--- src/rtl/cfc_pkg.sv ---
// Shared types and constants for the checksum frame checker.
package cfc_pkg;

    localparam int PAYLOAD_BYTES = 12;
    localparam int POS_W         = 4;
    localparam int IDX_W         = $clog2(PAYLOAD_BYTES);
    localparam int QUEUE_DEPTH   = 4;

    localparam logic [POS_W-1:0] POS_HUNT   = 4'd0;
    localparam logic [POS_W-1:0] POS_FIRST  = 4'd1;
    localparam logic [POS_W-1:0] POS_LAST   = 4'(PAYLOAD_BYTES);
    localparam logic [POS_W-1:0] POS_CHECK  = 4'(PAYLOAD_BYTES + 1);
    localparam logic [POS_W-1:0] POS_FOOTER = 4'(PAYLOAD_BYTES + 2);

    localparam logic [7:0] HEADER_RESET = 8'hAA;
    localparam logic [7:0] FOOTER_RESET = 8'h55;

    localparam logic CFG_HEADER = 1'b0;
    localparam logic CFG_FOOTER = 1'b1;

    localparam logic [1:0] STATUS_OK         = 2'd0;
    localparam logic [1:0] STATUS_BAD_SUM    = 2'd1;
    localparam logic [1:0] STATUS_BAD_FOOTER = 2'd2;

    typedef enum logic [1:0] {
        KIND_HEADER,
        KIND_PAYLOAD,
        KIND_CHECK,
        KIND_FOOTER
    } cfc_kind_t;

    typedef struct packed {
        cfc_kind_t        kind;
        logic [IDX_W-1:0] idx;
        logic [7:0]       data;
        logic             footer_ok;
    } cfc_item_t;

endpackage

--- src/rtl/cfc_front.sv ---
// Front end: configuration registers, frame position tracking and word classification.
module cfc_front (
    input  logic              aclk,
    input  logic              aresetn,
    input  logic              cfg_wr_en,
    input  logic              cfg_index,
    input  logic [7:0]        cfg_data,
    input  logic              s_tvalid,
    output logic              s_tready,
    input  logic [7:0]        s_tdata,
    input  logic              q_full,
    output logic              q_push,
    output cfc_pkg::cfc_item_t q_item
);

    logic [7:0]               header_reg;
    logic [7:0]               footer_reg;
    logic [cfc_pkg::POS_W-1:0] pos_reg;
    logic [cfc_pkg::POS_W-1:0] pos_next;
    logic                     s_fire;
    logic [cfc_pkg::POS_W-1:0] pos_idx;

    assign s_tready = !q_full;
    assign s_fire   = s_tvalid && s_tready;
    assign pos_idx  = pos_reg - cfc_pkg::POS_FIRST;

    always_ff @(posedge aclk) begin
        if (!aresetn) begin
            header_reg <= cfc_pkg::HEADER_RESET;
            footer_reg <= cfc_pkg::FOOTER_RESET;
        end else if (cfg_wr_en) begin
            unique case (cfg_index)
                cfc_pkg::CFG_HEADER: header_reg <= cfg_data;
                cfc_pkg::CFG_FOOTER: footer_reg <= cfg_data;
                default:             header_reg <= header_reg;
            endcase
        end
    end

    always_comb begin
        pos_next         = pos_reg;
        q_push           = 1'b0;
        q_item.kind      = cfc_pkg::KIND_HEADER;
        q_item.idx       = pos_idx[cfc_pkg::IDX_W-1:0];
        q_item.data      = s_tdata;
        q_item.footer_ok = (s_tdata == footer_reg);
        if (s_fire) begin
            priority if (pos_reg >= cfc_pkg::POS_FIRST && pos_reg <= cfc_pkg::POS_LAST) begin
                q_item.kind = cfc_pkg::KIND_PAYLOAD;
                q_push      = 1'b1;
                pos_next    = pos_reg + 1'b1;
            end else if (pos_reg == cfc_pkg::POS_CHECK) begin
                q_item.kind = cfc_pkg::KIND_CHECK;
                q_push      = 1'b1;
                pos_next    = cfc_pkg::POS_FOOTER;
            end else if (pos_reg == cfc_pkg::POS_FOOTER) begin
                q_item.kind = cfc_pkg::KIND_FOOTER;
                q_push      = 1'b1;
                pos_next    = cfc_pkg::POS_HUNT;
            end else if (s_tdata == header_reg) begin
                q_item.kind = cfc_pkg::KIND_HEADER;
                q_push      = 1'b1;
                pos_next    = cfc_pkg::POS_FIRST;
            end else begin
                pos_next    = cfc_pkg::POS_HUNT;
            end
        end
    end

    always_ff @(posedge aclk) begin
        if (!aresetn) begin
            pos_reg <= cfc_pkg::POS_HUNT;
        end else begin
            pos_reg <= pos_next;
        end
    end

`ifndef SYNTHESIS
    a_pos_range: assert property (@(posedge aclk) disable iff (!aresetn)
        pos_reg <= cfc_pkg::POS_FOOTER)
        else $error("frame position out of range");
`endif

endmodule

--- config.mk ---
export PLATFORM = sky130hd
export DESIGN_NAME = cfc_front
export DESIGN_NICKNAME = d
export VERILOG_FILES = /design/src/rtl/cfc_pkg.sv /design/src/rtl/cfc_front.sv
export SDC_FILE = /design/constraint.sdc
export NUM_CORES = 1
export LEC_CHECK = 0
export CELL_PAD_IN_SITES_DETAIL_PLACEMENT = 1
export CELL_PAD_IN_SITES_GLOBAL_PLACEMENT = 1
export CORE_ASPECT_RATIO = 0.6
export CORE_MARGIN = 2
export CORE_UTILIZATION = 47
export CTS_CLUSTER_DIAMETER = 200
export CTS_CLUSTER_SIZE = 10
export DETAILED_ROUTE_END_ITERATION = 10
export DONT_BUFFER_PORTS = 1
export PLACE_DENSITY = 0.87
export SKIP_CTS_REPAIR_TIMING = 1
export SLEW_MARGIN = 20
export SYNTH_ARGS = -nofsm -noshare
export SYNTH_HDL_FRONTEND = slang
export SYNTH_SLANG_ARGS = --single-unit
--- constraint.sdc ---
create_clock -name aclk -period 2.7 [get_ports aclk]
set_input_delay 0.405 -clock aclk [delete_from_list [all_inputs] [get_ports aclk]]
set_output_delay 0.405 -clock aclk [all_outputs]
set_load 0.01 [all_outputs]
==> flow_summary.json <==
{
  "clockBufferDepth": 2,
  "worst-setup-path-type": "register to output port",
  "holdWs_ns": 0.221,
  "grt_pass1_vias": 921,
  "timing.max_cap.violations": 0,
  "cts_buffers": 3,
  "hold_start": "aresetn",
  "grt-ovfl-total": 0,
  "clkTransAtPathRegs_ns": 0.07,
  "antenna_found_initial": 0,
  "synth_seq_cells": 20,
  "synthArstFlopShare": 0,
  "port_buffers": 0,
  "setup_tns_ns": 0,
  "root_buffer": "clkbuf_8",
  "worstSetupEndpoint": "q_item[14]",
  "start_kind": "register",
  "r2r_setup_slack_ns": 0.72,
  "syn-mean-instance-area_um2": 7.89,
  "grt_usage": 0.204,
  "reg2reg_from": "pos_reg[0]$_SDFFE_PN0P_",
  "min_path_type": "primary input to register",
  "synth_ff_type": "dfxtp_1",
  "tightest_slew_ns": 0.579,
  "placementRows": 14,
  "yosysTopAreaCell": "dfxtp_1",
  "drc_errors": 0,
  "r2r-end": "pos_reg[0]$_SDFFE_PN0P_",
  "synth_area_leaders": "dfxtp_1 34%, nand2_1 13%, xnor2_1 6.7%",
  "ff2ff_path_depth": 6,
  "netlist.area_leader.share": 0.338,
  "critPathCaptureType": "output port",
  "dieArea_mm2": 0.00295,
  "dp_hpwl_um": 2130,
  "slew_headroom": 0.613,
  "cp_data_arrival_time_ns": 2.14,
  "pwr_density_cell_mw_per_mm2": 525,
  "fin_crit_sh": 0.942,
  "num_io_pins": 39,
  "cts_sinks": 20,
  "wl_per_cell_um": 15.7,
  "grt_pass1_wl_um": 4380,
  "rsz0062_at_grt": "no",
  "status": "completed",
  "synth.top_cells.by_count": "40 x nand2_1, 20 x dfxtp_1, 9 x nand3_1, 9 x xnor2_1, 9 x xor2_1",
  "clk-insertion-delay-late_ns": 0.25,
  "area_growth_syn_to_layout_pct": -0.740,
  "drt_wl_total_um": 2680,
  "syn_inst": 150,
  "initialDrtViolationCount": 17,
  "finalHoldViolCount": 0,
  "finalCriticalPeriod_ns": 2.54,
  "htree_levels": 1,
  "synth_cell_type_count": 28,
  "yosysMostFrequentCell": "nand2_1",
  "final.setup_skew_ns": 0.00589,
  "die_w_um": 68.8,
  "critPathLaunch": "pos_reg[0]$_SDFFE_PN0P_",
  "synthesis.area_mm2": 0.00118,
  "timing.fmax_ghz": 0.393,
  "ys_warn_count": 0,
  "start_util": 0.483,
  "setup_viol": 0,
  "ir_worst_vdd_mv": 0.310,
  "antenna_left": 0,
  "firstDrtPassIters": 4,
  "vias": 918,
  "gp_congestion": 0.781,
  "antennaDiodeCount": 0,
  "die_h_um": 42.9,
  "worst_ep_required_time_ns": 2.30,
  "crit_path_max_fanout": 6,
  "vias_per_cell": 5.37,
  "cts_tree": "yes",
  "leakage_nw": 0.451,
  "drive_gt1_frac": 0.0432,
  "nNetsFinal": 167,
  "slew_violations": 0,
  "synth_edf_count": 0,
  "core_mm2": 0.00245,
  "seq_area_frac_synth": 0.338,
  "power_uw": 617,
  "grt_max_degree": 21,
  "synth_nets": 176
}
[routing by layer]
metal,GRT usage,up-vias,wire length (µm)
met5,0,-,0
met4,0.0353,0,14
met3,0.0716,2,161
met2,0.283,21,1150
met1,0.304,433,1360
li1,-,462,-
[stage by stage]
step | cell area, µm² | util | std cells | setup slack, ns
6_report | 1170 | 0.479 | 171 | 0.156
4_1_cts | 1170 | 0.479 | 171 | 0.169
3_5_place_dp | 1130 | 0.462 | 168 | 0.454
5_1_grt | 1170 | 0.479 | 171 | 0.0726
3_3_place_gp | 1130 | 0.462 | 168 | 0.532
2_1_floorplan | 1180 | - | 150 | 0.609
[critical path, stage by stage, from the launching register on]
cell and delay (ns):
dfxtp_1 0.37, inv_1 0.19, ha_1 0.30, or3b_4 0.42, o22a_4 0.26, nor4_2 0.33
[worst min-delay path by stage]
stage / end / slack [ns] / cells after the start
after floorplan: header_reg[0]$_SDFFE_PN0P_ / 0.46 / 2
after global placement: footer_reg[5]$_SDFFE_PN0P_ / 0.46 / 2
after detailed placement: footer_reg[3]$_SDFFE_PN0P_ / 0.48 / 2
after CTS: footer_reg[6]$_SDFFE_PN1P_ / 0.22 / 1
after global routing: header_reg[1]$_SDFFE_PN1P_ / 0.21 / 1
final: header_reg[1]$_SDFFE_PN1P_ / 0.22 / 1
[where the power goes]
group | switching (mW) | total (mW) | leakage [nW] | internal, mW
clock | 0.0914 | 0.191 | 0.0216 | 0.0992
combinational | 0.0573 | 0.103 | 0.265 | 0.0458
sequential | 0.0127 | 0.323 | 0.164 | 0.311
total | 0.161 | 0.617 | 0.451 | 0.456
[cells by family after synthesis]
| group | synth area share |
|---|---|
| compound gates | 0.132 |
| xor+xnor | 0.133 |
| fa+ha+maj | 0.0423 |
| buf+inv | 0.0920 |
| flops | 0.338 |
| simple gates | 0.262 |
[placed cells by master, fill, tap and decap left out, drive strengths merged, types with 3 or more instances in the layout]
| cell | Yosys | routed |
|---|---|---|
| a21boi | 8 | 8 |
| a21oi | 7 | 7 |
| clkbuf | 5 | 3 |
| dfxtp | 20 | 20 |
| ha | 4 | 4 |
| inv | 5 | 5 |
| nand2 | 40 | 40 |
| nand3 | 9 | 9 |
| nor2 | 3 | 3 |
| nor4 | 3 | 3 |
| o21ai | 4 | 4 |
| xnor2 | 9 | 9 |
| xor2 | 9 | 9 |
[final cells by class]
type	instances	area, µm²
clock buffers	3	41.3
fillers	309	1280
inverters	5	18.8
multi-input cells	111	674
flip-flops and latches	20	400
well taps	32	40.0
No activity file was read; power rests on OpenSTA's default activity.
